### src/sv/blos_pkg.sv
// Shared types and constants for the line-of-sight stepper.
package blos_pkg;

  localparam int COORD_BITS = 12;
  localparam int ERR_BITS   = COORD_BITS + 2;
  localparam int GUARD_BITS = COORD_BITS + 2;

  localparam logic FUNC_START = 1'b0;
  localparam logic FUNC_STEP  = 1'b1;

  typedef enum logic [1:0] {
    ST_QUERY   = 2'd0,
    ST_VISIBLE = 2'd1,
    ST_BLOCKED = 2'd2,
    ST_IDLE    = 2'd3
  } status_t;

  typedef struct packed {
    logic                  func;
    logic [COORD_BITS-1:0] from_x;
    logic [COORD_BITS-1:0] from_y;
    logic [COORD_BITS-1:0] to_x;
    logic [COORD_BITS-1:0] to_y;
    logic [COORD_BITS-1:0] range_limit;
    logic                  cell_clear;
  } in_item_t;

  typedef struct packed {
    logic [COORD_BITS-1:0] point_x;
    logic [COORD_BITS-1:0] point_y;
    status_t               status;
    logic                  last;
  } out_item_t;

endpackage

### src/sv/bresenham_line_of_sight_stepper.sv
// Top level of the line-of-sight stepper: input register, walk logic, result register.
//
//   channel | direction | handshake          | payload
//   in      | input     | in_valid/in_stall  | in_item  (blos_pkg::in_item_t)
//   out     | output    | out_valid/out_stall| out_item (blos_pkg::out_item_t)
//
// Every item gives exactly one result, which passes from the input register
// through the walk logic into the result register once the output is free.
// One item can be accepted in every cycle while in_stall is low; the walk state updates as each item fires.
// A stalled output holds its result; the input register keeps taking an item
// until it too is full, then in_stall rises.
// Reset clears both valid flags and ends any walk in progress.
module bresenham_line_of_sight_stepper (
  input  logic                clk,
  input  logic                rst_n,
  input  logic                in_valid,
  output logic                in_stall,
  input  blos_pkg::in_item_t  in_item,
  output logic                out_valid,
  input  logic                out_stall,
  output blos_pkg::out_item_t out_item
);

  blos_pkg::in_item_t  in_r;
  logic                in_v_r;
  blos_pkg::out_item_t out_r;
  logic                out_v_r;
  blos_pkg::out_item_t res;
  logic                fire;

  assign fire     = in_v_r && (!out_v_r || !out_stall);
  assign in_stall = in_v_r && !fire;

  blos_core u_core (
    .clk   (clk),
    .rst_n (rst_n),
    .fire  (fire),
    .item  (in_r),
    .res   (res)
  );

  always_ff @(posedge clk) begin
    if (!rst_n) begin
      in_v_r  <= 1'b0;
      out_v_r <= 1'b0;
    end else begin
      if (!in_stall) begin
        in_v_r <= in_valid;
      end
      if (fire) begin
        out_v_r <= 1'b1;
      end else if (!out_stall) begin
        out_v_r <= 1'b0;
      end
    end
  end

  always_ff @(posedge clk) begin
    if (!in_stall && in_valid) begin
      in_r <= in_item;
    end
    if (fire) begin
      out_r <= res;
    end
  end

  assign out_valid = out_v_r;
  assign out_item  = out_r;

endmodule

### src/sv/blos_core.sv
// Walk state and the combinational start/step logic of the line walk.
module blos_core (
  input  logic                clk,
  input  logic                rst_n,
  input  logic                fire,
  input  blos_pkg::in_item_t  item,
  output blos_pkg::out_item_t res
);

  localparam int C = blos_pkg::COORD_BITS;
  localparam int E = blos_pkg::ERR_BITS;
  localparam int G = blos_pkg::GUARD_BITS;

  logic                active_r, active_nxt;
  logic [C-1:0]        cur_x_r, cur_x_nxt, cur_y_r, cur_y_nxt;
  logic [C-1:0]        tgt_x_r, tgt_x_nxt, tgt_y_r, tgt_y_nxt;
  logic [C-1:0]        dx_r, dx_nxt, dy_r, dy_nxt;
  logic                xneg_r, xneg_nxt, yneg_r, yneg_nxt;
  logic signed [E-1:0] err_r, err_nxt;
  logic [G-1:0]        guard_r, guard_nxt;

  logic                is_start, fx_lt, fy_lt, same, oor;
  logic [C-1:0]        adx, ady, cheb;
  logic [C-1:0]        bx, by, bdx, bdy, btx, bty, nx, ny;
  logic                bxneg, byneg, mx, my, hit;
  logic signed [E-1:0] berr, start_err;
  logic signed [E:0]   e2, pdx, ndy, err_w;

  always_comb begin
    is_start  = (item.func == blos_pkg::FUNC_START);
    fx_lt     = item.from_x < item.to_x;
    fy_lt     = item.from_y < item.to_y;
    adx       = fx_lt ? item.to_x - item.from_x : item.from_x - item.to_x;
    ady       = fy_lt ? item.to_y - item.from_y : item.from_y - item.to_y;
    cheb      = (adx > ady) ? adx : ady;
    same      = (item.from_x == item.to_x) && (item.from_y == item.to_y);
    oor       = cheb > item.range_limit;
    start_err = signed'({2'b00, adx}) - signed'({2'b00, ady});

    // A start walks from the new source; a step walks from the stored cell.
    bx    = is_start ? item.from_x : cur_x_r;
    by    = is_start ? item.from_y : cur_y_r;
    bdx   = is_start ? adx : dx_r;
    bdy   = is_start ? ady : dy_r;
    btx   = is_start ? item.to_x : tgt_x_r;
    bty   = is_start ? item.to_y : tgt_y_r;
    bxneg = is_start ? !fx_lt : xneg_r;
    byneg = is_start ? !fy_lt : yneg_r;
    berr  = is_start ? start_err : err_r;

    e2    = {berr, 1'b0};
    pdx   = signed'({3'b000, bdx});
    ndy   = -signed'({3'b000, bdy});
    mx    = e2 >= ndy;
    my    = e2 <= pdx;
    err_w = signed'({berr[E-1], berr}) + (mx ? ndy : '0) + (my ? pdx : '0);
    nx    = mx ? (bxneg ? bx - C'(1) : bx + C'(1)) : bx;
    ny    = my ? (byneg ? by - C'(1) : by + C'(1)) : by;
    hit   = (nx == btx) && (ny == bty);

    active_nxt = active_r;
    cur_x_nxt  = cur_x_r;
    cur_y_nxt  = cur_y_r;
    tgt_x_nxt  = tgt_x_r;
    tgt_y_nxt  = tgt_y_r;
    dx_nxt     = dx_r;
    dy_nxt     = dy_r;
    xneg_nxt   = xneg_r;
    yneg_nxt   = yneg_r;
    err_nxt    = err_r;
    guard_nxt  = guard_r;

    res.point_x = nx;
    res.point_y = ny;
    res.status  = hit ? blos_pkg::ST_VISIBLE : blos_pkg::ST_QUERY;
    res.last    = hit;

    if (is_start) begin
      if (same || oor) begin
        active_nxt  = 1'b0;
        res.point_x = item.from_x;
        res.point_y = item.from_y;
        res.status  = same ? blos_pkg::ST_VISIBLE : blos_pkg::ST_BLOCKED;
        res.last    = 1'b1;
      end else begin
        active_nxt = !hit;
        cur_x_nxt  = nx;
        cur_y_nxt  = ny;
        tgt_x_nxt  = item.to_x;
        tgt_y_nxt  = item.to_y;
        dx_nxt     = adx;
        dy_nxt     = ady;
        xneg_nxt   = !fx_lt;
        yneg_nxt   = !fy_lt;
        err_nxt    = err_w[E-1:0];
        guard_nxt  = G'(adx) + G'(ady) + G'(2);
      end
    end else if (!active_r) begin
      res.point_x = '0;
      res.point_y = '0;
      res.status  = blos_pkg::ST_IDLE;
      res.last    = 1'b0;
    end else if (!item.cell_clear || guard_r == '0) begin
      // Blocked answer, or the guard has run out on a clear answer.
      active_nxt  = 1'b0;
      res.point_x = cur_x_r;
      res.point_y = cur_y_r;
      res.status  = item.cell_clear ? blos_pkg::ST_VISIBLE : blos_pkg::ST_BLOCKED;
      res.last    = 1'b1;
    end else begin
      active_nxt = !hit;
      cur_x_nxt  = nx;
      cur_y_nxt  = ny;
      err_nxt    = err_w[E-1:0];
      guard_nxt  = guard_r - G'(1);
    end
  end

  always_ff @(posedge clk) begin
    if (!rst_n) begin
      active_r <= 1'b0;
    end else if (fire) begin
      active_r <= active_nxt;
    end
  end

  always_ff @(posedge clk) begin
    if (fire) begin
      cur_x_r <= cur_x_nxt;
      cur_y_r <= cur_y_nxt;
      tgt_x_r <= tgt_x_nxt;
      tgt_y_r <= tgt_y_nxt;
      dx_r    <= dx_nxt;
      dy_r    <= dy_nxt;
      xneg_r  <= xneg_nxt;
      yneg_r  <= yneg_nxt;
      err_r   <= err_nxt;
      guard_r <= guard_nxt;
    end
  end

endmodule

### config.mk
export PLATFORM = sky130hd
export DESIGN_NAME = bresenham_line_of_sight_stepper
export DESIGN_NICKNAME = d
export VERILOG_FILES = /design/src/sv/blos_pkg.sv /design/src/sv/bresenham_line_of_sight_stepper.sv /design/src/sv/blos_core.sv
export SDC_FILE = /design/constraint.sdc
export NUM_CORES = 1
export LEC_CHECK = 0
export BUFFER_PORTS_ARGS = -buffer_cell sky130_fd_sc_hd__buf_4
export CORE_AREA = 2 2 202 204
export CTS_BUF_LIST = sky130_fd_sc_hd__clkbuf_4
export DETAILED_ROUTE_END_ITERATION = 10
export DIE_AREA = 0 0 204 206
export PLACE_DENSITY_LB_ADDON = 0.1
export SLEW_MARGIN = 20
export SYNTH_ARGS = -nofsm -noshare
export SYNTH_HDL_FRONTEND = slang
export SYNTH_SLANG_ARGS = --single-unit
### constraint.sdc
create_clock -name clk -period 12.82 [get_ports clk]
set_clock_uncertainty 0.1 [all_clocks]
set_input_delay 1.282 -clock clk [delete_from_list [all_inputs] [get_ports clk]]
set_output_delay 1.282 -clock clk [all_outputs]
set_load 0.01 [all_outputs]
==> results of run 1 <==
final cells by class:
type	count	area (um2)	share of cell area, %
Clock inverter	13	158.9	0.9103
Clock buffer	18	135.1	0.7741
Inverter	182	686.9	3.935
Timing Repair Buffer	113	848.3	4.860
Multi-Input combinational cell	1227	9161	52.48
Sequential cell	194	5796	33.20
Tap cell	532	665.6	3.813
Antenna cell	2	5.005	0.02867
sequential cells by signal, indices dropped and copies added, names as in the netlist:
register / flops
u_core.xneg_r: 1
u_core.yneg_r: 1
u_core.active_r: 1
u_core.guard_r: 14
out_valid: 1
u_core.err_r: 14
out_item: 27
in_v_r: 1
u_core.cur_y_r: 12
u_core.dx_r: 12
u_core.tgt_x_r: 12
in_r: 62
u_core.cur_x_r: 12
u_core.dy_r: 12
u_core.tgt_y_r: 12
worst max path at each step:
stage	slack (ns)	from	cells past startpoint	endpoint
2_1_floorplan	2.00	in_r[49]	36	u_core.active_r
3_3_place_gp	2.26	in_r[49]	44	u_core.err_r[13]
3_5_place_dp	2.02	in_r[16]	43	u_core.err_r[13]
4_1_cts	1.98	in_r[16]	43	u_core.err_r[13]
5_1_grt	1.11	in_r[16]	44	u_core.err_r[13]
6_report	1.97	in_r[16]	43	u_core.err_r[13]
report_power, final:
group | switching [W] | internal (W)
sequential | 0.0000342 | 0.000871
combinational | 0.00135 | 0.000889
clock | 0.000233 | 0.000137
per-layer routing:
layer | wire length, um | vias to the layer above | track usage (%)
met5 | 0 | - | 0
met4 | 752 | 0 | 6.159
met3 | 1931 | 28 | 3.027
met2 | 22000 | 278 | 37.49
met1 | 22750 | 6081 | 32.06
li1 | - | 6064 | -
kinds of logic (layout without fill, tap and decap cells):
| group | Yosys count | after routing | share of synthesized area [%] |
|---|---|---|---|
| other | 0 | 2 | 0 |
| and+or+nand+nor | 421 | 421 | 13.17 |
| buffers and inverters | 240 | 326 | 5.910 |
| DFF | 194 | 194 | 36.60 |
| muxes | 78 | 78 | 5.096 |
| AOI/OAI and AO/OA | 431 | 431 | 17.68 |
| xor gates and xnor gates | 136 | 136 | 7.830 |
| adders and majority gates | 161 | 161 | 13.72 |
through the flow:
step | hold slack, ns | cell area (um2) | instances | total power (W) | setup slack, ns
after CTS | 0.3802 | 17450 | 2279 | 0.003533 | 1.975
after global placement | 0.3356 | 17160 | 2248 | 0.003120 | 2.256
after floorplan | 0.3264 | 15840 | 1661 | 0.002549 | 1.995
after detailed placement | 0.3430 | 17160 | 2248 | 0.003148 | 2.021
final | 0.3780 | 17460 | 2281 | 0.003511 | 1.967
after global routing | 0.3945 | 17460 | 2281 | 0.003807 | 1.112
placed cells by master (no fill, tap or decap), types with 14 or more instances in the layout:
cell      netlist  routed
edfxtp_1      191     191
inv_1         179     179
ha_1          140     140
a21oi_1       123     123
nand2_1       122     122
buf_4           3     113
o21ai_0       107     107
nor2_1         99      96
xnor2_1        96      96
mux2i_1        65      65
a21o_1         39      39
xor2_1         35      35
nand3_1        32      32
nand2b_1       28      28
nor3_1         27      27
a22oi_1        24      24
fa_1           21      21
or2_2          20      20
a21boi_0       18      18
clkbuf_4        0      18
o21bai_1       17      17
nor2b_1        17      16
nand4_1        14      14
==> flow_summary.yaml, run 1 <==
yosys:
  synth-edff-count: 191
  synth_cell_types: 92
  synth_register_bits: 194
  synthDominantAreaCellType: "edfxtp_1"
  synth_area_um2: 15840
  synth_area_per_cell_um2: 9.534
  seq_area_frac_synth_pct: 36.60
  synthesis.yosys.warnings: 0
  synth-main-ff-cell: "edfxtp_1"
  syn-instance-count: 1661
  ys_top_cells_by_count: "191 x edfxtp_1, 179 x inv_1, 140 x ha_1"
  ys_top_cells_by_area: "edfxtp_1 36%, ha_1 11%, xnor2_1 5.3%"
  portion_of_synthesized_cell_area_occupied_by_the_leading_cell_type_pct: 36.22
  share_of_synthesized_flip_flops_with_an_asynchronous_set_or_reset_pct: 0
  number_of_nets_in_the_synthesized_netlist: 1888
  post-synth-top-count-cell: "edfxtp_1"
route:
  detail_route.wirelength_um: 47430
  post_drt_wl_per_cell_um: 20.79
  drtAntennaViolNets: 0
  routed_via_count: 12450
  detailedRoute.firstIterationViolations: 890
  drtPass1Iterations: 5
  route.detailed.drc: 0
  routed_via_density: 5.459
critical_path:
  rr_worst_depth: 43
  crit_path_start_kind: "register"
  critical_path.n_buffers_inverters: 4
  worst_ep_required_time_ns: 13.18
  critical_path.endpoint_type: "register"
  r2r-end: "u_core.err_r[13]"
  critical_path_peak_fanout: 27
  slowest_delay_ns: 0.63
  worst_ep_arrival_time_ns: 11.21
  worstSetupPathType: "register to register"
  worst_path_most_repeated_cell: "a21oi_1"
  crit_family: "compound AO/OA/AOI/OAI gates"
  master_of_the_slowest_instance_on_the_critical_path: "a221oi_4"
  reg_to_reg_startpoint: "in_r[16]"
  worst-r2r-setup-slack_ns: 1.97
power:
  power_density_nw_per_um2: 201.1
  ir_drop_mv: 0.08330
  p_leak_nw: 7.425
timing:
  slew_headroom_pct: 33.38
  final_max_slew_viol_count: 0
  layout_min_cycle_time_ns: 10.85
  setup_viol: 0
  tightestPinTransition_ns: 0.9969
  timing.fmax_ghz: 0.09214
  final.period_utilization_pct: 84.66
  hold_viol_final: 0
  timing.setup.tns_ns: 0
  rsz0062_at_grt: "no"
clock_tree:
  holdBufCountCts: 0
  tritoncts: "done"
  clock_latency_reported_for_the_late_side_of_the_worst_skew_pair_ns: 0.69
  cts_made_buffers: 17
  cts-root-buf: "clkbuf_4"
  cts-root-to-sink-buffers: 2
  cts.sink_count: 194
  register_clock_pin_slew_on_the_reported_worst_setup_and_hold_paths_ns: 0.17
  postCtsResizedCells: 0
  ctsHtreeMaxLevel: 4
  post_cts_buffers: 0
placement:
  place.gp.congestion: 0.8863
  io_buffer_count: 94
  dp.final_hpwl_um: 36560
hold_path:
  hold_start: "in_r[36]"
  holdCritPathClass: "register to register"
  hold_path_depth: 0
  worstHoldEndpoint: "u_core.tgt_x_r[11]"
die:
  die_w_um: 204
  floorplan.io_pins: 95
  starting_utilization_of_the_core_area_pct: 39.41
  die_h_um: 206
  fp-row-count: 74
  die-area_um2: 42020
  core_area_um2: 40180
global_routing:
  grt_overflow: 0
  grt_antenna_before_repair: 1
  grt_pass1_vias: 12260
  global_route.usage.total_pct: 22.96
  grt_max_degree: 61
  grt_pass1_wl_um: 72350
finish:
  layout.nets: 1962
  drive_above_1_share_pct: 12.14
  layout-area-overhead-vs-synth_pct: 10.24
  n_fill_cell: 3976
  final_core_utilization_pct: 43.44
run_status:
  run_status: "completed"
run:
  drv_cap: 0
Power figures use the tool's default switching activity.
==> run 2: changes to the inputs <==
Clock period 12.82 ns to 9 ns, I/O delays scaled along.
==> run 2 against run 1 <==
Effect of this change: hold slack worse by 0.18 ns; routed wire length is 3.6% higher; non-clock buffer count is 115 higher; combinational power is 68% higher; largest power group unchanged; clock-buffer cell count stayed put; final area is 7.6% higher; die area stayed put; critical path depth is 1 higher; sequential share of layout area is 2.4 points lower; global-route usage is 0.80 points higher.
==> flow_summary.yaml, run 2 (same netlist as run 1, synthesis figures left out) <==
die:
  floorplan.io_pins: 95
  die-area_um2: 42020
  die_w_um: 204
  die_h_um: 206
  core_area_um2: 40180
  starting_utilization_of_the_core_area_pct: 39.41
  fp-row-count: 74
route:
  detail_route.wirelength_um: 49150
  routed_via_count: 12850
  post_drt_wl_per_cell_um: 20.50
  routed_via_density: 5.363
  route.detailed.drc: 0
  detailedRoute.firstIterationViolations: 886
  drtAntennaViolNets: 0
  drtPass1Iterations: 6
global_routing:
  grt_max_degree: 101
  grt.met1_usage_pct: 31.94
  grt_overflow: 0
  grt_pass1_vias: 12530
  grt_pass1_wl_um: 73730
  global_route.peak_usage_layer: "met2"
  grtUsageMet2_pct: 37.68
  global_route.usage.total_pct: 23.76
  grt_antenna_before_repair: 2
  grtUsageMet3_pct: 4.715
timing:
  timing.setup.tns_ns: 0
  tightestPinTransition_ns: 0.9086
  fin_worst_hold_slack_ns: 0.1964
  layout_min_cycle_time_ns: 8.846
  slew_headroom_pct: 39.43
  timing.fmax_ghz: 0.1130
  rsz0062_at_grt: "yes"
  setup_viol: 0
  final.period_utilization_pct: 98.29
  final_max_slew_viol_count: 0
  hold_viol_final: 0
finish:
  drive_above_1_share_pct: 21.52
  mostFrequentLayoutCell: "buf_4"
  stdcell_area_um2: 18790
  final_core_utilization_pct: 46.76
  largest_register_ffs: 62
  final_cell_mix: "218 x buf_4, 191 x edfxtp_1, 173 x inv_1"
  layout-area-overhead-vs-synth_pct: 18.67
  registers.top_by_ff_count: "in_r"
  layout.nets: 2077
  n_fill_cell: 3871
critical_path:
  slowest_delay_ns: 0.50
  rr_worst_depth: 44
  worst-r2r-setup-slack_ns: 0.15
  crit_path_end: "u_core.err_r[13]"
  worst_ep_arrival_time_ns: 9.30
  timing_startpoint_of_the_critical_path: "in_r[49]"
  reg_to_reg_startpoint: "in_r[49]"
  critical_path.endpoint_type: "register"
  worst_ep_required_time_ns: 9.46
  r2r-end: "u_core.err_r[13]"
  worst_path_most_repeated_cell: "a21oi_2"
  critical_path_peak_fanout: 6
  master_of_the_slowest_instance_on_the_critical_path: "fa_1"
  worstSetupPathType: "register to register"
  crit_path_start_kind: "register"
power:
  totalPowerFinal_w: 0.005531
  combinational_power_share_pct: 68.1
  ir_drop_mv: 0.1277
  seq_power_share_pct: 23.3
  pwr-share-clk_pct: 8.6
  p_leak_nw: 8.047
  netSwitchingPower_w: 0.002487
  switching_share_pct: 44.96
  power_density_nw_per_um2: 294.3
  internal_power_w: 0.003044
placement:
  dpl-instance-area_um2: 17980
  place.gp.congestion: 0.8966
  io_buffer_count: 94
  dp.final_hpwl_um: 38530
clock_tree:
  cts_made_buffers: 17
  holdBufCountCts: 0
  cts.sink_count: 194
  register_clock_pin_slew_on_the_reported_worst_setup_and_hold_paths_ns: 0.17
  tritoncts: "done"
  ctsHtreeMaxLevel: 4
  clock_latency_reported_for_the_late_side_of_the_worst_skew_pair_ns: 0.78
  cts-root-buf: "clkbuf_4"
  cts-root-to-sink-buffers: 2
hold_path:
  holdCritPathClass: "primary input to register"
run:
  drv_cap: 0
run_status:
  run_status: "completed"
[run 2: area by class of cell]
class | count | area, um2 | area share, %
multi-input cells | 1227 | 9580 | 50.98
inverters | 182 | 689.4 | 3.669
repair buffers | 228 | 1805 | 9.608
well taps | 532 | 665.6 | 3.542
flip-flops and latches | 194 | 5796 | 30.84
clock buffers | 18 | 135.1 | 0.7191
clock inverters | 14 | 115.1 | 0.6126
diodes | 2 | 5.005 | 0.02663
[run 2: power groups by stage]
stage	clock network, W	logic [W]	registers [W]
5_1_grt	0.000525	0.00414	0.00130
3_5_place_dp	0	0.00353	0.00131
2_1_floorplan	0	0.00239	0.00131
4_1_cts	0.000496	0.00357	0.00129
6_report	0.000474	0.00377	0.00129
3_3_place_gp	0	0.00349	0.00131
[run 2: per-layer routing]
| layer | routed length [um] | vias up |
|---|---|---|
| li1 | - | 6297 |
| met1 | 23130 | 6172 |
| met2 | 22100 | 319 |
| met3 | 2293 | 66 |
| met4 | 1620 | 0 |
| met5 | 0 | - |
[run 2: worst max-delay path: cells and delay by family, from the launching register on]
kind / cells / cell delay [ns]
compound gates: 23 / 3.94
xor+xnor: 5 / 0.86
fa+ha+maj: 7 / 2.23
buf+inv: 4 / 0.28
flops: 1 / 0.43
mux: 1 / 0.26
simple gates: 4 / 0.54
[run 2: how the worst min path moves through the flow]
stage	from	to	slack, ns	depth (start not counted)
floorplan	in_r[36]	u_core.tgt_x_r[11]	0.33	0
global placement	in_r[36]	u_core.tgt_x_r[11]	0.34	0
detailed placement	in_r[36]	u_core.tgt_x_r[11]	0.36	0
CTS	in_item[36]	in_r[36]	0.1	1
global route	in_item[60]	in_r[60]	0.12	1
finish	in_item[47]	in_r[47]	0.20	1
[run 2: what timing repair did]
action                                  in CTS  in global routing
endpoints found under the setup margin       1                  4
pin swaps                                    5                 48
resized for setup                           12                 68
endpoints found under the hold margin        0                  0
setup buffers                                5                 17
[run 2: through the flow]
step,instances,setup WS (ns)
after CTS,2378,0.01769
after global routing,2397,-0.2153
after global placement,2341,-0.09576
after detailed placement,2341,-0.2057
final,2397,0.1535
after floorplan,1661,0.001865
